==> src/design/lru_page_replacement_top_macros.svh <==
// Assertion macros shared by the LRU page replacement modules.
`ifndef LRU_PAGE_REPLACEMENT_TOP_MACROS_SVH
`define LRU_PAGE_REPLACEMENT_TOP_MACROS_SVH

// A property checked at every rising clock edge outside reset.
`define LRUPR_ASSERT(name, prop, msg) \
  name: assert property (@(posedge clk_i) disable iff (!rst_ni) (prop)) else $error(msg);

// A condition that must hold in the cycle after a trigger.
`define LRUPR_ASSERT_NEXT(name, trig, cons, msg) \
  name: assert property (@(posedge clk_i) disable iff (!rst_ni) (trig) |=> (cons)) \
    else $error(msg);

`endif

==> src/design/lrupr_pkg.sv <==
// Types, constants and helper functions of the LRU page replacement block.
package lrupr_pkg;

  localparam int FRAMES    = 16;
  localparam int PAGE_BITS = 16;
  localparam int FRAME_W   = (FRAMES > 1) ? $clog2(FRAMES) : 1;
  localparam int RANK_W    = FRAME_W;
  localparam int CNT_W     = $clog2(FRAMES + 1);
  localparam int CFG_W     = 5;
  localparam int FAULT_W   = 32;

  typedef enum logic [1:0] {
    ST_IDLE,
    ST_LOOKUP,
    ST_COMMIT
  } lrupr_state_e;

  // Commands from the controller to the datapath.
  typedef struct packed {
    logic load;
    logic lookup;
    logic commit;
  } lrupr_cmd_t;

  // Index of the lowest set bit; zero when no bit is set.
  function automatic logic [FRAME_W-1:0] first_one(input logic [FRAMES-1:0] v);
    logic [FRAME_W-1:0] idx;
    idx = '0;
    for (int i = FRAMES - 1; i >= 0; i--) begin
      if (v[i]) begin
        idx = FRAME_W'(i);
      end
    end
    return idx;
  endfunction

endpackage

==> src/design/lrupr_ctrl.sv <==
// Controller state machine that sequences the lookup and commit of a reference.
`include "lru_page_replacement_top_macros.svh"

module lrupr_ctrl
  import lrupr_pkg::*;
(
  input  logic       clk_i,
  input  logic       rst_ni,
  input  logic       start_i,
  output logic       busy_o,
  output lrupr_cmd_t cmd_o
);

  lrupr_state_e state_q, state_d;

  always_ff @(posedge clk_i or negedge rst_ni) begin
    if (!rst_ni) begin
      state_q <= ST_IDLE;
    end else begin
      state_q <= state_d;
    end
  end

  always_comb begin
    state_d      = state_q;
    busy_o       = 1'b1;
    cmd_o.load   = 1'b0;
    cmd_o.lookup = 1'b0;
    cmd_o.commit = 1'b0;
    unique case (state_q)
      ST_IDLE: begin
        busy_o = 1'b0;
        if (start_i) begin
          cmd_o.load = 1'b1;
          state_d    = ST_LOOKUP;
        end
      end
      ST_LOOKUP: begin
        cmd_o.lookup = 1'b1;
        state_d      = ST_COMMIT;
      end
      ST_COMMIT: begin
        cmd_o.commit = 1'b1;
        state_d      = ST_IDLE;
      end
      default: begin
        state_d = ST_IDLE;
      end
    endcase
  end

  `LRUPR_ASSERT_NEXT(a_accept_goes_lookup, start_i && !busy_o, state_q == ST_LOOKUP,
                     "accepted word did not enter lookup")

endmodule

==> src/design/lrupr_dp.sv <==
// Datapath: frame store, tag compare, recency ranks, fault counter and result registers.
`include "lru_page_replacement_top_macros.svh"

module lrupr_dp
  import lrupr_pkg::*;
(
  input  logic                 clk_i,
  input  logic                 rst_ni,
  input  lrupr_cmd_t           cmd_i,
  input  logic [PAGE_BITS-1:0] page_i,
  input  logic                 cfg_we_i,
  input  logic [CFG_W-1:0]     cfg_wdata_i,
  output logic                 done_o,
  output logic                 fault_o,
  output logic [FRAME_W-1:0]   frame_index_o,
  output logic                 evicted_valid_o,
  output logic [PAGE_BITS-1:0] evicted_page_o,
  output logic [FAULT_W-1:0]   fault_total_o
);

  // Frame store: pages have no reset, valid bits and ranks do.
  logic [PAGE_BITS-1:0] page_q [FRAMES];
  logic [FRAMES-1:0]    valid_q, valid_d;
  logic [RANK_W-1:0]    rank_q [FRAMES];
  logic [RANK_W-1:0]    rank_d [FRAMES];
  logic [CFG_W-1:0]     num_frames_q;
  logic [FAULT_W-1:0]   fault_cnt_q, fault_cnt_d;

  logic [PAGE_BITS-1:0] req_page_q;

  // Lookup results held for the commit cycle.
  logic                 hit_q;
  logic                 evict_q;
  logic [FRAME_W-1:0]   tgt_q;
  logic [RANK_W-1:0]    old_rank_q;
  logic [RANK_W-1:0]    new_rank_q;

  // Result registers.
  logic                 done_q;
  logic                 fault_q;
  logic [FRAME_W-1:0]   frame_idx_q;
  logic                 evict_vld_q;
  logic [PAGE_BITS-1:0] evict_page_q;

  logic [CFG_W-1:0]     n_eff;
  logic [FRAMES-1:0]    active;
  logic [FRAMES-1:0]    vld;
  logic [FRAMES-1:0]    match;
  logic [FRAMES-1:0]    empty;
  logic [FRAMES-1:0]    lru;
  logic [CNT_W-1:0]     used;
  logic                 hit;
  logic                 have_empty;
  logic [FRAME_W-1:0]   tgt;

  always_comb begin
    if (num_frames_q == '0) begin
      n_eff = CFG_W'(1);
    end else if (num_frames_q > CFG_W'(FRAMES)) begin
      n_eff = CFG_W'(FRAMES);
    end else begin
      n_eff = num_frames_q;
    end
  end

  always_comb begin
    for (int i = 0; i < FRAMES; i++) begin
      active[i] = CFG_W'(i) < n_eff;
      vld[i]    = active[i] && valid_q[i];
      match[i]  = vld[i] && (page_q[i] == req_page_q);
      empty[i]  = active[i] && !valid_q[i];
      // Ranks of valid frames form a permutation, so rank zero is the LRU frame.
      lru[i]    = vld[i] && (rank_q[i] == '0);
    end
    used       = CNT_W'($countones(vld));
    hit        = |match;
    have_empty = |empty;
    if (hit) begin
      tgt = first_one(match);
    end else if (have_empty) begin
      tgt = first_one(empty);
    end else begin
      tgt = first_one(lru);
    end
  end

  always_ff @(posedge clk_i) begin
    if (cmd_i.load) begin
      req_page_q <= page_i;
    end
    if (cmd_i.lookup) begin
      hit_q      <= hit;
      evict_q    <= !hit && !have_empty;
      tgt_q      <= tgt;
      old_rank_q <= rank_q[tgt];
      new_rank_q <= (hit || !have_empty) ? RANK_W'(used - 1'b1) : RANK_W'(used);
    end
    if (cmd_i.commit) begin
      if (!hit_q) begin
        page_q[tgt_q] <= req_page_q;
      end
      fault_q      <= !hit_q;
      frame_idx_q  <= tgt_q;
      evict_vld_q  <= evict_q;
      evict_page_q <= evict_q ? page_q[tgt_q] : '0;
    end
  end

  always_comb begin
    valid_d     = valid_q;
    rank_d      = rank_q;
    fault_cnt_d = fault_cnt_q;
    if (cfg_we_i) begin
      valid_d = '0;
      for (int i = 0; i < FRAMES; i++) begin
        rank_d[i] = '0;
      end
    end else if (cmd_i.commit) begin
      if (hit_q || evict_q) begin
        for (int i = 0; i < FRAMES; i++) begin
          if (vld[i] && (rank_q[i] > old_rank_q)) begin
            rank_d[i] = rank_q[i] - 1'b1;
          end
        end
      end
      rank_d[tgt_q] = new_rank_q;
      if (!hit_q) begin
        valid_d[tgt_q] = 1'b1;
        if (fault_cnt_q != '1) begin
          fault_cnt_d = fault_cnt_q + 1'b1;
        end
      end
    end
  end

  always_ff @(posedge clk_i or negedge rst_ni) begin
    if (!rst_ni) begin
      valid_q      <= '0;
      for (int i = 0; i < FRAMES; i++) begin
        rank_q[i] <= '0;
      end
      num_frames_q <= CFG_W'(FRAMES);
      fault_cnt_q  <= '0;
      done_q       <= 1'b0;
    end else begin
      valid_q     <= valid_d;
      rank_q      <= rank_d;
      fault_cnt_q <= fault_cnt_d;
      done_q      <= cmd_i.commit;
      if (cfg_we_i) begin
        num_frames_q <= cfg_wdata_i;
      end
    end
  end

  assign done_o          = done_q;
  assign fault_o         = fault_q;
  assign frame_index_o   = frame_idx_q;
  assign evicted_valid_o = evict_vld_q;
  assign evicted_page_o  = evict_page_q;
  assign fault_total_o   = fault_cnt_q;

  `LRUPR_ASSERT(a_single_match, $onehot0(match), "page resident in more than one frame")
  `LRUPR_ASSERT_NEXT(a_done_one_cycle, done_q, !done_q, "result strobe held two cycles")
  `LRUPR_ASSERT(a_hit_no_evict, !(done_q && !fault_q && evict_vld_q),
                "eviction reported on a hit")
  `LRUPR_ASSERT_NEXT(a_cnt_monotonic, 1'b1, fault_cnt_q >= $past(fault_cnt_q),
                     "fault counter decreased")

endmodule

==> src/design/lru_page_replacement_top.sv <==
// Top level of the fully associative LRU page replacement block.
//
// Usage: each input word is one page reference on page_i. A word is accepted
// at a rising clock edge where start is high and busy is low. The block then
// compares the page against all active frames in the lookup step and commits
// the frame, rank and counter updates in the commit step after it. Busy stays
// high through both steps; only when the controller is back in idle can it
// take the next word, so a new word is not taken while the last one is in
// lookup or commit. The result word is registered at the end of commit,
// driven in the cycle after commit, and taken at the edge that ends that
// cycle. done_o marks it for exactly one cycle. The receiver cannot stall:
// done_o is not held, and the result registers keep a result only until the
// next commit. The result holds the fault flag, the frame now holding the
// page, the evicted page if any, and the saturating running fault count.
// The user must write the frame count register with cfg_we_i and cfg_wdata_i
// only while the block is idle; the block does not enforce it. Every write
// empties all frames but keeps the fault count. Reset empties all frames,
// clears the fault count and selects 16 frames.
module lru_page_replacement_top
  import lrupr_pkg::*;
(
  input  logic                 clk_i,
  input  logic                 rst_ni,
  input  logic                 start,
  output logic                 busy,
  input  logic [PAGE_BITS-1:0] page_i,
  input  logic                 cfg_we_i,
  input  logic [CFG_W-1:0]     cfg_wdata_i,
  output logic                 done_o,
  output logic                 fault_o,
  output logic [FRAME_W-1:0]   frame_index_o,
  output logic                 evicted_valid_o,
  output logic [PAGE_BITS-1:0] evicted_page_o,
  output logic [FAULT_W-1:0]   fault_total_o
);

  // Commands from the sequencer into the datapath.
  lrupr_cmd_t cmd;

  // The controller only sequences; apart from its state register, all state lives in the datapath.
  lrupr_ctrl u_ctrl (
    .clk_i   (clk_i),
    .rst_ni  (rst_ni),
    .start_i (start),
    .busy_o  (busy),
    .cmd_o   (cmd)
  );

  // The datapath holds the frames, ranks, fault counter and result registers.
  lrupr_dp u_dp (
    .clk_i           (clk_i),
    .rst_ni          (rst_ni),
    .cmd_i           (cmd),
    .page_i          (page_i),
    .cfg_we_i        (cfg_we_i),
    .cfg_wdata_i     (cfg_wdata_i),
    .done_o          (done_o),
    .fault_o         (fault_o),
    .frame_index_o   (frame_index_o),
    .evicted_valid_o (evicted_valid_o),
    .evicted_page_o  (evicted_page_o),
    .fault_total_o   (fault_total_o)
  );

endmodule
==> config.mk <==
export PLATFORM = sky130hd
export DESIGN_NAME = lru_page_replacement_top
export DESIGN_NICKNAME = d
export VERILOG_FILES = /design/src/design/lrupr_pkg.sv /design/src/design/lrupr_ctrl.sv /design/src/design/lrupr_dp.sv /design/src/design/lru_page_replacement_top.sv
export VERILOG_INCLUDE_DIRS = /design/src /design/src/design
export SDC_FILE = /design/constraint.sdc
export NUM_CORES = 1
export LEC_CHECK = 0
export ABC_AREA = 1
export BUFFER_PORTS_ARGS = -buffer_cell sky130_fd_sc_hd__buf_2
export CAP_MARGIN = 20
export CORE_MARGIN = 1
export CORE_UTILIZATION = 39
export CTS_BUF_LIST = sky130_fd_sc_hd__clkbuf_8
export CTS_CLUSTER_SIZE = 12
export DETAILED_ROUTE_END_ITERATION = 8
export PLACE_DENSITY = 0.62
export SKIP_LAST_GASP = 1
export SLEW_MARGIN = 25
export SYNTH_ARGS = -nofsm -noshare
export SYNTH_HDL_FRONTEND = slang
export SYNTH_SLANG_ARGS = --single-unit
==> constraint.sdc <==
create_clock -name clk_i -period 5.1 [get_ports clk_i]
set_input_delay 0.765 -clock clk_i [delete_from_list [all_inputs] [get_ports clk_i]]
set_output_delay 0.765 -clock clk_i [all_outputs]
set_load 0.02 [all_outputs]
Word level (Yosys, flattened, before mapping)
Memory sizes are Yosys's and may differ from the RTL's. A register that Yosys moved wholly into a read port is not among the register bits.
Index checks and enable logic that the tools add are counted.
{"block": "word_totals", "ff_bits": 156, "ram_bits": 256, "out_inout_bits": 56, "word_cells": 351, "n_memories": 1}
{"memory": "u_dp.page_q", "depth": 16, "word_bits": 16, "rd": 17, "rd_ports_with_merged_regs": 1, "write_ports": 1, "line": "lrupr_dp.sv:22", "text": "logic [PAGE_BITS-1:0] page_q [FRAMES];"}
{"block": "classes", "n_addsub": 33, "n_lt_le_gt_ge": 38, "eq_ne": 21, "muxes": 95, "bitwise_logic": 5, "reduce_logical": 128}
{"op": "$mux 64", "count": 5}
{"op": "$mux 4", "count": 70}
{"op": "$eq 16x16->1", "count": 16}
{"op": "$logic_and 1x1->1", "count": 83}
{"op": "$sub 4x1->4 const B", "count": 17}
{"op": "$bwmux 64", "count": 1}
{"op": "$gt 4x4->1", "count": 16}
{"op": "$logic_not 4->1", "count": 16}
{"op": "$mux 16", "count": 3}
{"op": "$lt 4x5->1 const A", "count": 8}
{"op": "$add 32x1->32 const B", "count": 1}
{"op": "$ne 32x32->1 const B", "count": 1}
{"op": "$reduce_or 16->1", "count": 2}
{"op": "$add 4x4->4", "count": 7}
{"op": "$logic_not 1->1", "count": 20}
{"op": "$lt 3x5->1 const A", "count": 4}
{"op": "$add 1x1->2", "count": 8}
{"op": "$bmux 4 s4", "count": 1}
{"op": "$demux 4 s4", "count": 1}
{"op": "$or 16x16->16", "count": 1}
{"op": "$ge 5x5->1 const B", "count": 2}
{"op": "$lt 1x5->1 const A", "count": 2}
{"op": "$lt 2x5->1 const A", "count": 2}
{"op": "$mux 5", "count": 2}
{"op": "19 further kinds", "count": 31}

Depth between registers and ports, before layout
{"block": "logic_depth", "ltp_word": 28, "mapped_depth": 32, "ltp_nobuf": 30}

Hierarchy
Synthesis repeated with hierarchy kept, for this count alone.
{"block": "hier_totals", "hier_cells": 2609, "hier_area_um2": 24469.7}
{"module": "lrupr_dp", "instances": 1, "cells_each": 2597, "area_each_um2": 24375.9, "seq_area_each_um2": 12203.0}
{"module": "lrupr_ctrl", "instances": 1, "cells_each": 12, "area_each_um2": 93.8, "seq_area_each_um2": 50.0}

Least setup slack after synthesis
Ideal clock, no wire load.
{"block": "synth_timing", "path_type": "register to register", "from": "reg u_dp.num_frames_q[1]", "to": "reg u_dp.new_rank_q[3], data pin", "t_arrival_ns": 4.318, "t_required_ns": 4.840, "path_slack_ns": 0.521, "stages_incl_launch_ff": 23, "path_buffers": 0, "period_less_slack_ns": 4.579, "path_cell_list": "dfrtp_1 > inv_1 > nand2_1 > o21ai_1 > nand2_1 > nand3_1 > nand2_1 > nor2_2 > ha_1 > inv_1 > fa_1 > inv_1 > fa_1 > fa_1 > inv_1 > fa_1 > inv_1 > ha_1 > inv_1 > fa_1 > xnor2_1 > xor2_1 > xor2_1"}
{"block": "synth_between", "elab_chain_len": 11, "elab_cells_between_ends": 89, "cone_classes": "add/sub: 16; order compare: 17; mux: 3; reduce/logical: 53"}
{"item": "start: declaration", "line": "lrupr_dp.sv:26", "text": "logic [CFG_W-1:0] num_frames_q;"}
{"item": "start signal: assignment", "line": "lrupr_dp.sv:142", "text": "num_frames_q <= CFG_W'(FRAMES);"}
{"item": "start signal: assignment", "line": "lrupr_dp.sv:151", "text": "num_frames_q <= cfg_wdata_i;"}
{"item": "$gt 5x5->1", "line": "lrupr_dp.sv:59", "text": "end else if (num_frames_q > CFG_W'(FRAMES)) begin"}
{"item": "$mux 5", "line": "lrupr_dp.sv:59"}
{"item": "$mux 5 (*)", "line": "lrupr_dp.sv:57", "text": "if (num_frames_q == '0) begin"}
{"item": "$lt 1x5->1, or another cell as far along", "line": "lrupr_dp.sv:68", "text": "active[i] = CFG_W'(i) < n_eff;"}
{"item": "$logic_and 1x1->1", "line": "lrupr_dp.sv:69", "text": "vld[i] = active[i] && valid_q[i];"}
{"item": "$add 1x1->2 (implied by the code)", "line": "lrupr_dp.sv:75", "text": "used = CNT_W'($countones(vld));"}
{"item": "$add 4x4->4 (implied by the code) (3 in a row)", "line": "lrupr_dp.sv:75"}
{"item": "$sub 4x1->4", "line": "lrupr_dp.sv:96", "text": "new_rank_q <= (hit || !have_empty) ? RANK_W'(used - 1'b1) : RANK_W'(used);"}
{"item": "$mux 4 (*)", "line": "lrupr_dp.sv:96"}
{"item": "end signal: assignment", "line": "lrupr_dp.sv:96"}
{"item": "end: declaration", "line": "lrupr_dp.sv:36", "text": "logic [RANK_W-1:0] new_rank_q;"}
Mark *: on every way between the ends. The rest lies on a longest branch, timed or not.
A chain may end at the register's enable or synchronous reset.

Worst setup path after layout
Ends and elaborated chain as after synthesis.

==> out/results.md <==
| Item | Value |
|:---|:---|
| Status | finished, final reports clean |
| Maximum number of pins on one net before global-route repair | 61 |
| Clock edge transition at the registers on the reported setup and hold paths | 0.06 ns |
| Most frequently used flop master after synthesis | edfxtp_1 |
| Standard cell with the maximum stage delay on the critical path | fa_1 |
| Dpl hpwl | 58,800 µm |
| Synthesis Warnings | 0 |
| Worst Hold Class | in2async |
| Number of hold violations in the final report | 0 |
| Input/output buffers | 80 |
| Number of pins exceeding their max-slew limit in the final report | 0 |
| Setup TNS | 0 ns |
| Req. time, crit path | 5.52 ns |
| Residual antenna-violating net count after detailed routing | 0 |
| Dominant cell type by count on the critical path | inv_1 |
| CP endpoint kind | flop |
| Final Hold Slack | 0.0746 ns |
| Critical path class | reg2reg |
| Final setup violation count | 0 |
| Relative max-transition margin | 0.301 |
| Slew at the pin closest to its max-slew limit | 1.05 ns |
| Standard-cell rows | 92 |
| Worst path buffer plus inverter count | 6 |
| Via-to-Cell Ratio | 5.68 |
| Peak supply drop | 0.000246 V |
| Total clock buffers created by CTS | 78 |
| DRC | 0 |
| Gate count after technology mapping | 2,703 |
| Share of synthesized area occupied by flip-flops and latches | 0.492 |
| Unique cell type count in the Yosys netlist | 56 |
| Via total after detailed routing | 21,318 |
| Overall overflow remaining after global route | 0 |
| Post-synth EDFFs | 308 |
| Overall power after layout | 0.00840 W |
| Post-synthesis net count | 2,832 |
| Mean area per synthesized cell | 9.21 µm² |
| Worst path cell trace | inv_2 -> nand2_1 -> o21ai_2 -> nand2_1 -> nand3_1 -> nand2_1 -> nor2_2 -> ha_1 -> inv_1 -> fa_1 -> inv_1 -> fa_1 -> fa_1 -> inv_1 -> fa_1 -> inv_1 -> ha_1 -> inv_1 -> fa_2 -> xnor2_2 -> xor2_1 -> xor2_1 |
| Leading cell type in the layout, fill and taps excluded | nand2_1 |
| Layout overhead on the synthesized area | 12.7% |
| Slowest cell delay on critical path | 0.55 ns |
| Type of element launching the critical path | flop |
| Maximum clock frequency | 206 MHz |
| Static Leak | 11.7 nW |
| DIE WIDTH | 255 µm |
| Wire length of the first global-routing pass | 125,000 µm |
| Power per Cell Area | 299 nW/µm² |
| Die Ht | 255 µm |
| Core Area | 63,100 µm² |
| GRT Total Usage | 0.257 |
| Layout cells sized above 1 | 0.112 |
| Commonest cells after routing, fill and taps aside | nand2_1, inv_1, edfxtp_1 |
| Level count of the clock H-tree | 3 |
| Deepest clock path buffer count | 3 |
| GP Congestion | 0.988 |
| Antenna violations before repair | 4 |
| Number of global-route vias before repair | 20,443 |
| Ys async rst share | 0.280 |
| Avg WL per Cell | 22.3 µm |
| Overall die area | 64,800 µm² |
| Worst setup skew after layout | 0.0579 ns |
| Crit path arrival time | 5.28 ns |
| Area of the mapped netlist | 24,900 µm² |
| Crit-path leading delay family | adder cells |
| Io pins | 81 |
| Total of max-cap violations | 0 |
| Post-layout minimum cycle time | 4.86 ns |
| Total number of clock tree sinks | 428 |
| TritonCTS clock tree | built |
| Root Buffer | clkbuf_8 |
| Number of detailed-routing iterations run before antenna repair | 6 |
| Synthesized flop and latch total | 428 |
| Aggregate routed wire length | 83,700 µm |
| Number of buffers inserted for hold repair after clock tree synthesis | 0 |
| Effective utilization at floorplan | 0.395 |
| Later-pin clock latency in the skew report | 0.71 ns |
| Tcrit/Tclk final | 0.953 |
| Largest driver fanout on the critical path | 4 |
| Number of nets in the finished design | 2,974 |
| Drt initial violations | 2,136 |
[layer usage]
layer  routed length, µm  global-route usage  vias up  share of wire
li1                    -                   -     9731              -
met1               35000               0.343    10334           0.42
met2               38200               0.408     1066           0.46
met3                6880              0.0442      185          0.082
met4                3550               0.120        2          0.042
met5                  13                   0        -        0.00016
[Yosys cell counts, drive strengths merged, types with 25 or more instances]
master / number / area share
nand2: 503 / 0.076
edfxtp: 308 / 0.37
inv: 305 / 0.046
nor2: 215 / 0.034
nand3: 200 / 0.041
o21ai: 183 / 0.037
xnor2: 120 / 0.042
dfrtp: 119 / 0.12
xor2: 107 / 0.038
ha: 93 / 0.047
nand4: 78 / 0.020
o22ai: 64 / 0.016
a22oi: 54 / 0.016
clkbuf: 49 / 0.0074
buf: 47 / 0.013
a21oi: 45 / 0.0095
nor4: 34 / 0.0085
nor3: 29 / 0.0058
a31oi: 25 / 0.0063
[final cells by class]
type | instances | area [µm²]
Antenna cell | 1 | 2.50
Clock buffer | 81 | 1110
Clock inverter | 61 | 390
Fill cell | 6182 | 35000
Inverter | 311 | 1170
Multi-Input combinational cell | 1868 | 11100
Sequential cell | 428 | 12300
Tap cell | 846 | 1060
Timing Repair Buffer | 158 | 988
[state kept, by name, indices dropped and copies added, names as in the netlist, 2 cells and up]
register and count:
u_dp.new_rank_q 4, u_dp.num_frames_q 5, u_dp.frame_index_o 4, u_dp.valid_q 16
u_ctrl.state_q 2, u_dp.rank_q 64, u_dp.evicted_page_o 16, u_dp.fault_total_o 32
u_dp.tgt_q 4, u_dp.old_rank_q 4, u_dp.page_q 256, u_dp.req_page_q 16
[what timing repair did]
item | in CTS | in global routing
setup buffers | 0 | 0
setup endpoints to repair | 0 | 1
resized for setup | 0 | 5
[power breakdown]
group / internal [W] / switching [W] / total (W) / leakage [nW]
sequential: 0.00386 / 0.000129 / 0.00399 / 4.39
combinational: 0.000358 / 0.000828 / 0.00119 / 6.42
clock: 0.00165 / 0.00157 / 0.00322 / 0.872
[per-stage QoR]
| stage | setup WS (ns) | utilization | cell area, µm² | cells |
|---|---|---|---|---|
| global placement | 0.274 | 0.420 | 26500 | 3611 |
| global route | -0.0385 | 0.445 | 28100 | 3754 |
| detailed placement | 0.179 | 0.421 | 26500 | 3611 |
| floorplan | 0.521 | - | 24900 | 2703 |
| finish | 0.239 | 0.445 | 28100 | 3754 |
| CTS | 0.148 | 0.444 | 28000 | 3753 |
[final timing paths]
path	slack [ns]	to	cells past startpoint	startpoint
worst max-delay path	0.24	u_dp.new_rank_q[3]	22	u_dp.num_frames_q[1]
worst min-delay path	0.07	u_dp.rank_q[3]	1	rst_ni
worst max register to register	0.24	u_dp.new_rank_q[3]	22	u_dp.num_frames_q[1]
worst min register to register	0.46	u_ctrl.state_q[1]	1	u_ctrl.state_q[1]
max in group asynchronous	3.95	u_dp.num_frames_q[2]	2	rst_ni
min in group clk_i	0.23	u_dp.req_page_q[0]	1	page_i[0]
[worst register-to-register path: cells and delay by family (launching register included)]
| kind | cells | cell delay, ns |
|---|---|---|
| adder cells (fa/ha/maj) | 7 | 2.66 |
| buffers and inverters | 6 | 0.39 |
| flip-flops | 1 | 0.42 |
| XOR/XNOR | 3 | 0.50 |
| AND/OR/NAND/NOR | 5 | 0.46 |
| AO/OA/AOI/OAI | 1 | 0.18 |
[cell families after synthesis]
family | Yosys count | synth area share
DFF | 428 | 0.492
xor gates and xnor gates | 227 | 0.0799
buffers and inverters | 407 | 0.0673
adders and majority gates | 104 | 0.0556
AOI/OAI and AO/OA | 456 | 0.114
and+or+nand+nor | 1081 | 0.191
Power figures use the tool's default switching activity.
